File: src/design/ps2sc_pkg.sv
// ----------------------------------------------------------------------------
// ps2sc_pkg
// shared types, scancode constants and spanish-layout character tables
// ----------------------------------------------------------------------------
package ps2sc_pkg;

    // transaction kinds on the request channel
    localparam logic KIND_SCANCODE = 1'b0;
    localparam logic KIND_READ     = 1'b1;

    // set 1 scancodes of interest
    localparam logic [7:0] SC_EXT_PREFIX = 8'hE0;
    localparam logic [6:0] SC_LSHIFT     = 7'h2A;
    localparam logic [6:0] SC_RSHIFT     = 7'h36;
    localparam logic [6:0] SC_CTRL       = 7'h1D;
    localparam logic [6:0] SC_ALT        = 7'h38;
    localparam logic [6:0] SC_CAPS       = 7'h3A;

    // character to push into the queue
    typedef struct packed {
        logic       valid;
        logic [7:0] ch;
    } ps2sc_push_t;

    // result of a read, registered: valid in the cycle after the request
    typedef struct packed {
        logic       empty;
        logic [7:0] ch;
    } ps2sc_rd_t;

    // cp437 codes, unshifted
    localparam logic [7:0] MAP_PLAIN [0:127] = '{
        8'h00, 8'h1B, 8'h31, 8'h32, 8'h33, 8'h34, 8'h35, 8'h36,
        8'h37, 8'h38, 8'h39, 8'h30, 8'h27, 8'h00, 8'h08, 8'h09,
        8'h71, 8'h77, 8'h65, 8'h72, 8'h74, 8'h79, 8'h75, 8'h69,
        8'h6F, 8'h70, 8'h60, 8'h2B, 8'h0A, 8'h00, 8'h61, 8'h73,
        8'h64, 8'h66, 8'h67, 8'h68, 8'h6A, 8'h6B, 8'h6C, 8'hA4,
        8'h00, 8'h00, 8'h00, 8'h87, 8'h7A, 8'h78, 8'h63, 8'h76,
        8'h62, 8'h6E, 8'h6D, 8'h2C, 8'h2E, 8'h2D, 8'h00, 8'h2A,
        8'h00, 8'h20, 8'h00, 8'h00, 8'h00, 8'h00, 8'h00, 8'h00,
        8'h00, 8'h00, 8'h00, 8'h00, 8'h00, 8'h00, 8'h00, 8'h37,
        8'h38, 8'h39, 8'h2D, 8'h34, 8'h35, 8'h36, 8'h2B, 8'h31,
        8'h32, 8'h33, 8'h30, 8'h2E, 8'h00, 8'h00, 8'h3C, 8'h00,
        8'h00, 8'h00, 8'h00, 8'h00, 8'h00, 8'h00, 8'h00, 8'h00,
        8'h00, 8'h00, 8'h00, 8'h00, 8'h00, 8'h00, 8'h00, 8'h00,
        8'h00, 8'h00, 8'h00, 8'h00, 8'h00, 8'h00, 8'h00, 8'h00,
        8'h00, 8'h00, 8'h00, 8'h00, 8'h00, 8'h00, 8'h00, 8'h00,
        8'h00, 8'h00, 8'h00, 8'h00, 8'h00, 8'h00, 8'h00, 8'h00
    };

    // cp437 codes, shift held
    localparam logic [7:0] MAP_SHIFTED [0:127] = '{
        8'h00, 8'h1B, 8'h21, 8'h22, 8'h00, 8'h24, 8'h25, 8'h26,
        8'h2F, 8'h28, 8'h29, 8'h3D, 8'h3F, 8'h00, 8'h08, 8'h09,
        8'h51, 8'h57, 8'h45, 8'h52, 8'h54, 8'h59, 8'h55, 8'h49,
        8'h4F, 8'h50, 8'h5E, 8'h2A, 8'h0A, 8'h00, 8'h41, 8'h53,
        8'h44, 8'h46, 8'h47, 8'h48, 8'h4A, 8'h4B, 8'h4C, 8'hA5,
        8'h00, 8'h00, 8'h00, 8'h80, 8'h5A, 8'h58, 8'h43, 8'h56,
        8'h42, 8'h4E, 8'h4D, 8'h3B, 8'h3A, 8'h5F, 8'h00, 8'h2A,
        8'h00, 8'h20, 8'h00, 8'h00, 8'h00, 8'h00, 8'h00, 8'h00,
        8'h00, 8'h00, 8'h00, 8'h00, 8'h00, 8'h00, 8'h00, 8'h37,
        8'h38, 8'h39, 8'h2D, 8'h34, 8'h35, 8'h36, 8'h2B, 8'h31,
        8'h32, 8'h33, 8'h30, 8'h2E, 8'h00, 8'h00, 8'h3E, 8'h00,
        8'h00, 8'h00, 8'h00, 8'h00, 8'h00, 8'h00, 8'h00, 8'h00,
        8'h00, 8'h00, 8'h00, 8'h00, 8'h00, 8'h00, 8'h00, 8'h00,
        8'h00, 8'h00, 8'h00, 8'h00, 8'h00, 8'h00, 8'h00, 8'h00,
        8'h00, 8'h00, 8'h00, 8'h00, 8'h00, 8'h00, 8'h00, 8'h00,
        8'h00, 8'h00, 8'h00, 8'h00, 8'h00, 8'h00, 8'h00, 8'h00
    };

endpackage

File: src/design/ps2sc_if.sv
// ----------------------------------------------------------------------------
// ps2sc request and response channels
// valid/ready channels carrying scancode or read transactions and results
// ----------------------------------------------------------------------------
interface ps2sc_req_if;
    logic       valid;
    logic       ready;
    logic       kind;
    logic [7:0] scancode;

    modport source (output valid, output kind, output scancode, input ready);
    modport sink   (input valid, input kind, input scancode, output ready);
endinterface

interface ps2sc_rsp_if;
    logic       valid;
    logic       ready;
    logic       empty_res;
    logic [7:0] character;

    modport source (output valid, output empty_res, output character, input ready);
    modport sink   (input valid, input empty_res, input character, output ready);
endinterface

File: src/design/ps2_scancode_to_char_fifo.sv
// ----------------------------------------------------------------------------
// ps2_scancode_to_char_fifo
// ps/2 set 1 scancode decoder (spanish layout) feeding a character queue
// ----------------------------------------------------------------------------
// usage:
//   req channel carries two kinds of transaction. kind 0 delivers one raw
//   set 1 scancode byte; it updates the prefix and shift state and may push
//   one cp437 character into the queue. it gives no response. kind 1 asks
//   for one character and always gives exactly one rsp transaction:
//   empty_res = 1 and character = 0 when the queue held nothing, else the
//   oldest character.
//   throughput is one transaction per cycle while req ready is high. a read
//   result passes the registered ram read stage, then the output register.
//   a character pushed in one cycle can be read in the next.
//   the queue holds FIFO_DEPTH characters; further characters are dropped.
//   reset clears shift, the extended prefix, the pointers and the count; the
//   ram needs no clearing since only counted entries are ever read.
//   when rsp stalls, one read result waits in the output register and one
//   in the ram read stage; req ready drops only when both are occupied.
// ----------------------------------------------------------------------------
module ps2_scancode_to_char_fifo
    import ps2sc_pkg::*;
#(
    parameter int FIFO_DEPTH = 256
) (
    input  logic               clk,
    input  logic               rst_n,
    ps2sc_req_if.sink          req,
    ps2sc_rsp_if.source        rsp
);

    ps2sc_push_t push;
    ps2sc_rd_t   rd;

    logic       accept;
    logic       pop_req;
    logic       rd_stage_move;

    // read stage: ram data is valid while this is set
    logic       rd_valid_reg, rd_valid_next;

    // output register
    logic       out_valid_reg, out_valid_next;
    logic       out_empty_reg;
    logic [7:0] out_char_reg;

    // the read stage moves whenever the output register is free or draining
    assign rd_stage_move = rd_valid_reg && (!out_valid_reg || rsp.ready);
    assign req.ready     = !rd_valid_reg || !out_valid_reg || rsp.ready;
    assign accept        = req.valid && req.ready;
    assign pop_req       = accept && (req.kind == KIND_READ);

    always_comb
    begin
        rd_valid_next = rd_valid_reg;
        if (rd_stage_move)
        begin
            rd_valid_next = 1'b0;
        end
        if (pop_req)
        begin
            rd_valid_next = 1'b1;
        end

        out_valid_next = out_valid_reg;
        if (rd_stage_move)
        begin
            out_valid_next = 1'b1;
        end
        else if (rsp.ready)
        begin
            out_valid_next = 1'b0;
        end
    end

    always_ff @(posedge clk or negedge rst_n)
    begin
        if (!rst_n)
        begin
            rd_valid_reg  <= 1'b0;
            out_valid_reg <= 1'b0;
        end
        else
        begin
            rd_valid_reg  <= rd_valid_next;
            out_valid_reg <= out_valid_next;
        end
    end

    // result payload, loaded as the read stage hands over
    always_ff @(posedge clk)
    begin
        if (rd_stage_move)
        begin
            out_empty_reg <= rd.empty;
            out_char_reg  <= rd.ch;
        end
    end

    ps2sc_decode u_decode (
        .clk      (clk),
        .rst_n    (rst_n),
        .en       (accept && (req.kind == KIND_SCANCODE)),
        .scancode (req.scancode),
        .push     (push)
    );

    ps2sc_fifo #(
        .DEPTH (FIFO_DEPTH)
    ) u_fifo (
        .clk     (clk),
        .rst_n   (rst_n),
        .push    (push),
        .pop_req (pop_req),
        .rd      (rd)
    );

    assign rsp.valid     = out_valid_reg;
    assign rsp.empty_res = out_empty_reg;
    assign rsp.character = out_char_reg;

endmodule

File: src/design/ps2sc_ram.sv
// ----------------------------------------------------------------------------
// ps2sc_ram
// simple dual-port ram, one write and one registered read port
// ----------------------------------------------------------------------------
module ps2sc_ram #(
    parameter int WIDTH = 8,
    parameter int DEPTH = 256
) (
    input  logic                     clk,
    input  logic                     we,
    input  logic [$clog2(DEPTH)-1:0] waddr,
    input  logic [WIDTH-1:0]         wdata,
    input  logic                     re,
    input  logic [$clog2(DEPTH)-1:0] raddr,
    output logic [WIDTH-1:0]         rdata
);

    logic [WIDTH-1:0] mem [DEPTH];
    logic [WIDTH-1:0] rdata_reg;

    always_ff @(posedge clk)
    begin
        if (we)
        begin
            mem[waddr] <= wdata;
        end
        if (re)
        begin
            rdata_reg <= mem[raddr];
        end
    end

    assign rdata = rdata_reg;

endmodule

File: src/design/ps2sc_decode.sv
// ----------------------------------------------------------------------------
// ps2sc_decode
// tracks prefix and shift state and maps make codes to characters
// ----------------------------------------------------------------------------
module ps2sc_decode
    import ps2sc_pkg::*;
(
    input  logic        clk,
    input  logic        rst_n,
    input  logic        en,
    input  logic [7:0]  scancode,
    output ps2sc_push_t push
);

    logic shift_reg, shift_next;
    logic ext_reg, ext_next;
    logic is_shift_key;
    logic [7:0] ch;

    assign is_shift_key = (scancode[6:0] == SC_LSHIFT) || (scancode[6:0] == SC_RSHIFT);
    assign ch = shift_reg ? MAP_SHIFTED[scancode[6:0]] : MAP_PLAIN[scancode[6:0]];

    always_comb
    begin
        shift_next = shift_reg;
        ext_next   = ext_reg;
        push.valid = 1'b0;
        push.ch    = ch;
        if (en)
        begin
            if (scancode == SC_EXT_PREFIX)
            begin
                ext_next = 1'b1;
            end
            else if (scancode[7])
            begin
                // break: only a plain shift release drops shift
                if (!ext_reg && is_shift_key)
                begin
                    shift_next = 1'b0;
                end
                ext_next = 1'b0;
            end
            else if (ext_reg)
            begin
                ext_next = 1'b0;
            end
            else if (is_shift_key)
            begin
                shift_next = 1'b1;
            end
            else if (!(scancode[6:0] inside {SC_CTRL, SC_ALT, SC_CAPS}))
            begin
                push.valid = (ch != 8'h00);
            end
        end
    end

    always_ff @(posedge clk or negedge rst_n)
    begin
        if (!rst_n)
        begin
            shift_reg <= 1'b0;
            ext_reg   <= 1'b0;
        end
        else
        begin
            shift_reg <= shift_next;
            ext_reg   <= ext_next;
        end
    end

endmodule

File: src/design/ps2sc_fifo.sv
// ----------------------------------------------------------------------------
// ps2sc_fifo
// character queue on a ram, with pointers, fill count and read stage
// ----------------------------------------------------------------------------
module ps2sc_fifo
    import ps2sc_pkg::*;
#(
    parameter int DEPTH = 256
) (
    input  logic        clk,
    input  logic        rst_n,
    input  ps2sc_push_t push,
    input  logic        pop_req,
    output ps2sc_rd_t   rd
);

    localparam int PTR_W = $clog2(DEPTH);
    localparam int CNT_W = $clog2(DEPTH + 1);

    logic [PTR_W-1:0] wptr_reg, wptr_next;
    logic [PTR_W-1:0] rptr_reg, rptr_next;
    logic [CNT_W-1:0] count_reg, count_next;
    logic             empty_reg;
    logic             do_write;
    logic             do_read;
    logic [7:0]       rdata;

    // drop when full; a pop never coincides with a push
    assign do_write = push.valid && (count_reg != CNT_W'(DEPTH));
    assign do_read  = pop_req && (count_reg != '0);

    always_comb
    begin
        wptr_next  = wptr_reg;
        rptr_next  = rptr_reg;
        count_next = count_reg;
        if (do_write)
        begin
            wptr_next  = (wptr_reg == PTR_W'(DEPTH - 1)) ? '0 : wptr_reg + PTR_W'(1);
            count_next = count_reg + CNT_W'(1);
        end
        else if (do_read)
        begin
            rptr_next  = (rptr_reg == PTR_W'(DEPTH - 1)) ? '0 : rptr_reg + PTR_W'(1);
            count_next = count_reg - CNT_W'(1);
        end
    end

    always_ff @(posedge clk or negedge rst_n)
    begin
        if (!rst_n)
        begin
            wptr_reg  <= '0;
            rptr_reg  <= '0;
            count_reg <= '0;
            empty_reg <= 1'b1;
        end
        else
        begin
            wptr_reg  <= wptr_next;
            rptr_reg  <= rptr_next;
            count_reg <= count_next;
            if (pop_req)
            begin
                empty_reg <= (count_reg == '0);
            end
        end
    end

    ps2sc_ram #(
        .WIDTH (8),
        .DEPTH (DEPTH)
    ) u_store (
        .clk   (clk),
        .we    (do_write),
        .waddr (wptr_reg),
        .wdata (push.ch),
        .re    (do_read),
        .raddr (rptr_reg),
        .rdata (rdata)
    );

    assign rd.empty = empty_reg;
    assign rd.ch    = empty_reg ? 8'h00 : rdata;

endmodule
File: src/flat_wrapper.sv
// flat-port wrapper written by rule: the top's interface ports become plain ports
module ps2_scancode_to_char_fifo_flat import ps2sc_pkg::*;
#(
    parameter int FIFO_DEPTH = 256
)
  (clk, rst_n, req_valid, req_kind, req_scancode, req_ready, rsp_valid, rsp_empty_res, rsp_character, rsp_ready);
  ps2sc_req_if req_i ();
  ps2sc_rsp_if rsp_i ();
  input  logic clk;
  input  logic rst_n;
  input wire logic [$bits(req_i.valid)-1:0] req_valid;
  input wire logic [$bits(req_i.kind)-1:0] req_kind;
  input wire logic [$bits(req_i.scancode)-1:0] req_scancode;
  output wire logic [$bits(req_i.ready)-1:0] req_ready;
  output wire logic [$bits(rsp_i.valid)-1:0] rsp_valid;
  output wire logic [$bits(rsp_i.empty_res)-1:0] rsp_empty_res;
  output wire logic [$bits(rsp_i.character)-1:0] rsp_character;
  input wire logic [$bits(rsp_i.ready)-1:0] rsp_ready;
  assign req_i.valid = req_valid;
  assign req_i.kind = req_kind;
  assign req_i.scancode = req_scancode;
  assign req_ready = req_i.ready;
  assign rsp_valid = rsp_i.valid;
  assign rsp_empty_res = rsp_i.empty_res;
  assign rsp_character = rsp_i.character;
  assign rsp_i.ready = rsp_ready;
  ps2_scancode_to_char_fifo #(.FIFO_DEPTH(FIFO_DEPTH)) u_core (.clk(clk), .rst_n(rst_n), .req(req_i), .rsp(rsp_i));
endmodule
File: config.mk
export PLATFORM = sky130hd
export DESIGN_NAME = ps2_scancode_to_char_fifo_flat
export DESIGN_NICKNAME = d
export VERILOG_FILES = /design/src/design/ps2sc_pkg.sv /design/src/design/ps2sc_if.sv /design/src/design/ps2_scancode_to_char_fifo.sv /design/src/design/ps2sc_ram.sv /design/src/design/ps2sc_decode.sv /design/src/design/ps2sc_fifo.sv /design/src/flat_wrapper.sv
export SDC_FILE = /design/constraint.sdc
export NUM_CORES = 2
export LEC_CHECK = 0
export ABC_AREA = 1
export BUFFER_PORTS_ARGS = -buffer_cell sky130_fd_sc_hd__buf_2
export CORE_MARGIN = 1
export CORE_UTILIZATION = 45
export DETAILED_ROUTE_END_ITERATION = 10
export GPL_ROUTABILITY_DRIVEN = 1
export HOLD_SLACK_MARGIN = 0.1
export SYNTH_ARGS = -nofsm -noshare
export SYNTH_HDL_FRONTEND = slang
export SYNTH_HIERARCHICAL = 1
export SYNTH_SLANG_ARGS = --single-unit
File: constraint.sdc
create_clock -name clk -period 7.3 [get_ports clk]
set_input_delay 2.19 -clock clk [delete_from_list [all_inputs] [get_ports clk]]
set_output_delay 2.19 -clock clk [all_outputs]
set_load 0.1 [all_outputs]
==> run_results.csv <==
group,metric,value,unit
sta,finalSetupViolCount,0,
run_status,status,"finished clean",
power,total_power,34700,uW
sta,slew_headroom,23.3,%
die,start_util,45.3,%
synth,synth_nets,7597,
layout,largest_reg_flops,2048,
route,dr_total_vias,58000,
power,vdd_drop_max,0.000259,V
cts,ctsHoldBuffers,0,
job,cap_viol_max_count,0,
power,clkPwrFrac,30.5,%
power,p_comb_share,30.1,%
synth,synth-edff-count,2065,
synth,synthCells,7563,
route,wl_per_cell,24.0,um
route,dr.pass1.iters,6,
placement,place.gp.congestion,0.881,
synth,ys.flop_type,"edfxtp_1",
power,p_leak,0.0336,uW
cts,clockRootBuffer,"clkbuf_16",
cts,cts_buffers,210,
die,die-height,442,um
placement,dp_slack,439,ps
cts,cts-resized-gates,0,
power,power_density,361,mW/mm^2
sta,period_share,82.7,%
route,drt_wl_total,242,mm
critical_path,worst_setup_path_start_kind,"primary input",
cts,worst_skew_pair.late_latency,850,ps
route,antenna_left,0,
cts,cts_max_level,4,
die,fp.dieW,442,um
sta,tightest_slew,1150,ps
critical_path,crit_path_end_kind,"flip-flop",
route,viasPerCell,5.74,
cts,clock-sinks,2095,
die,rows,161,
critical_path,cp.required,7730,ps
hold_path,hp-class,"flip-flop to flip-flop",
route,drc,0,
synth,ys_seq_elements,2095,
global_routing,grt_pass1_wl,359,mm
global_routing,grt_pass1_vias,55400,
global_routing,gr-total-overflow,0,
die,core_area,0.192,sq mm
synth,yosys_warnings,6,
layout,most-common-layout-cells,"nand2_1 (2295), nand3_1 (2082), edfxtp_1 (2065)",
synth,synth_area,0.0871,sq mm
placement,io_buffers,23,
die,dieArea,0.195,sq mm
critical_path,worstPathArrival,6470,ps
layout,area_growth_syn_to_layout,10.3,%
sta,max_freq,166,MHz
synth,synth_top_area_share,71.2,%
die,io_pins,24,
sta,hold_violations,0,
power,switching_power,12600,uW
synth,ys_types,44,
layout,fin_util,49.9,%
synth,yosysSeqAreaShare,72.1,%
sta,rsz0062_at_grt,"false",
cts,post_cts_buffers,0,
layout,layout-drive-gt1-share,6.80,%
layout,nNetsFinal,7440,
critical_path,critical_path.max_fanout,19,
route,first_iter_violations,7347,
synth,avgSynthCellArea,11.5,sq um
global_routing,antenna_found_initial,4,
layout,design_area,0.0961,sq mm
layout,layout_commonest_cell,"nand2_1",
synth,yosysTopAreaCell,"edfxtp_1",
cts,clkTransAtPathRegs,60,ps
sta,maxSlewViolCount,0,
global_routing,grt_usage,24.4,%
synth,async_flop_share,1.43,%
layout,fill_cells,16700,
sta,skew,67.6,ps
placement,dp_hpwl,139,mm
power,p_sw_share,36.3,%
synth,synth_area_leaders,"edfxtp_1 (71%), nand3_1 (12%), nand2_1 (9.9%)",
placement,placed_area,0.0893,sq mm
power,internal_power,22100,uW
sta,finalWorstSetupSlack,1270,ps
global_routing,grt_max_degree,223,
sta,whs,510,ps
critical_path,worst-setup-path-type,"primary input to flip-flop",
power,seqPwrFrac,39.5,%
cts,tritoncts,"done",
layout,multi_input_area,0.0217,sq mm
sta,fin_crit,6030,ps
layout,register_area,0.0628,sq mm
cts,clockBufferDepth,3,
[worst max-delay path, stage by stage]
cell     delay, ps
buf_2          170
inv_1          190
ha_1           450
nand2_1        280
nor2_1         170
nor2_1          80
nand2_1         50
nand3_1         70
nand2_1         90
nand3_1        180
nand2_8        110
nor2_1          40
nand2_1        100
nor2_1          50
nor2_1         200
inv_1          120
a21oi_4        440
buf_4          400
nand3_1        210
buf_4          310
nor2_1         560
[cells by family after synthesis]
family                   count (synthesis)  synth area share (%)
adder cells (fa/ha/maj)                 21                 0.310
AND/OR/NAND/NOR                       4759                  23.6
flip-flops                            2095                  72.1
buffers and inverters                  609                  3.44
XOR/XNOR                                10                 0.101
AO/OA/AOI/OAI                           69                 0.463
[per-layer routing]
layer  global-route usage, %  vias to the layer above  routed length (um)
met5                       0                        -                  23
met4                    8.11                        4                7540
met3                    4.18                      387               22000
met2                    37.6                     2708              110000
met1                    35.3                    28500              102000
li1                        -                    26400                   -
[synth_stat cells (2+ instances only)]
cell,n
nand2_1,2306
nand3_1,2083
edfxtp_1,2065
nor2_1,335
buf_2,273
clkbuf_1,115
inv_1,97
buf_4,52
buf_1,41
dfrtp_1,29
a21oi_1,28
buf_6,21
ha_1,20
o21ai_0,14
o21ai_1,8
inv_2,7
xor2_1,7
nand2_2,6
nand4_1,6
nor3_1,6
nand3b_1,5
o211ai_1,4
nor2_2,3
nor2_4,3
o31ai_1,3
xnor2_1,3
a31oi_1,2
a41oi_1,2
inv_4,2
o21ai_2,2
or2_2,2
[power by group through the flow]
stage / sequential, uW / combinational (uW) / clock [uW]
floorplan: 13900 / 6910 / 0
finish: 13700 / 10400 / 10600
global placement: 13900 / 10200 / 0
global route: 13700 / 11200 / 11200
detailed placement: 13900 / 10200 / 0
CTS: 13700 / 10300 / 10700
[path summary, 6_finish.rpt]
check | endpoint | from | slack (ps) | cells after the start
max | u_core/u_fifo/u_store/mem[160][0]$_DFFE_PP_ | req_scancode[1] | 1270 | 21
min | u_core/u_decode/ext_reg$_DFFE_PN0P_ | u_core/u_decode/ext_reg$_DFFE_PN0P_ | 510 | 2
max reg2reg | u_core/u_fifo/u_store/mem[160][0]$_DFFE_PP_ | u_core/u_decode/shift_reg$_DFFE_PN0P_ | 2760 | 18
min reg2reg | u_core/u_decode/ext_reg$_DFFE_PN0P_ | u_core/u_decode/ext_reg$_DFFE_PN0P_ | 510 | 2
max in group asynchronous | u_core/u_fifo/rptr_reg[3]$_DFFE_PN0P_ | rst_n | 5320 | 1
min in group asynchronous | u_core/u_fifo/wptr_reg[2]$_DFFE_PN0P_ | rst_n | 1410 | 1
[per-stage QoR]
step | setup TNS (ps) | instances
5_1_grt | 0 | 10100
2_1_floorplan | -47510 | 7563
3_5_place_dp | 0 | 9720
6_report | 0 | 10100
3_3_place_gp | 0 | 9720
4_1_cts | 0 | 10100
[final cells by class]
type | count | area share (%)
multi-input cells | 4859 | 22.6
clock inverters | 115 | 1.31
flip-flops and latches | 2095 | 65.4
inverters | 106 | 0.468
clock buffers | 264 | 5.75
repair buffers | 134 | 1.25
diodes | 3 | 0.00781
well taps | 2526 | 3.29
(Power assumes the default switching activity.)
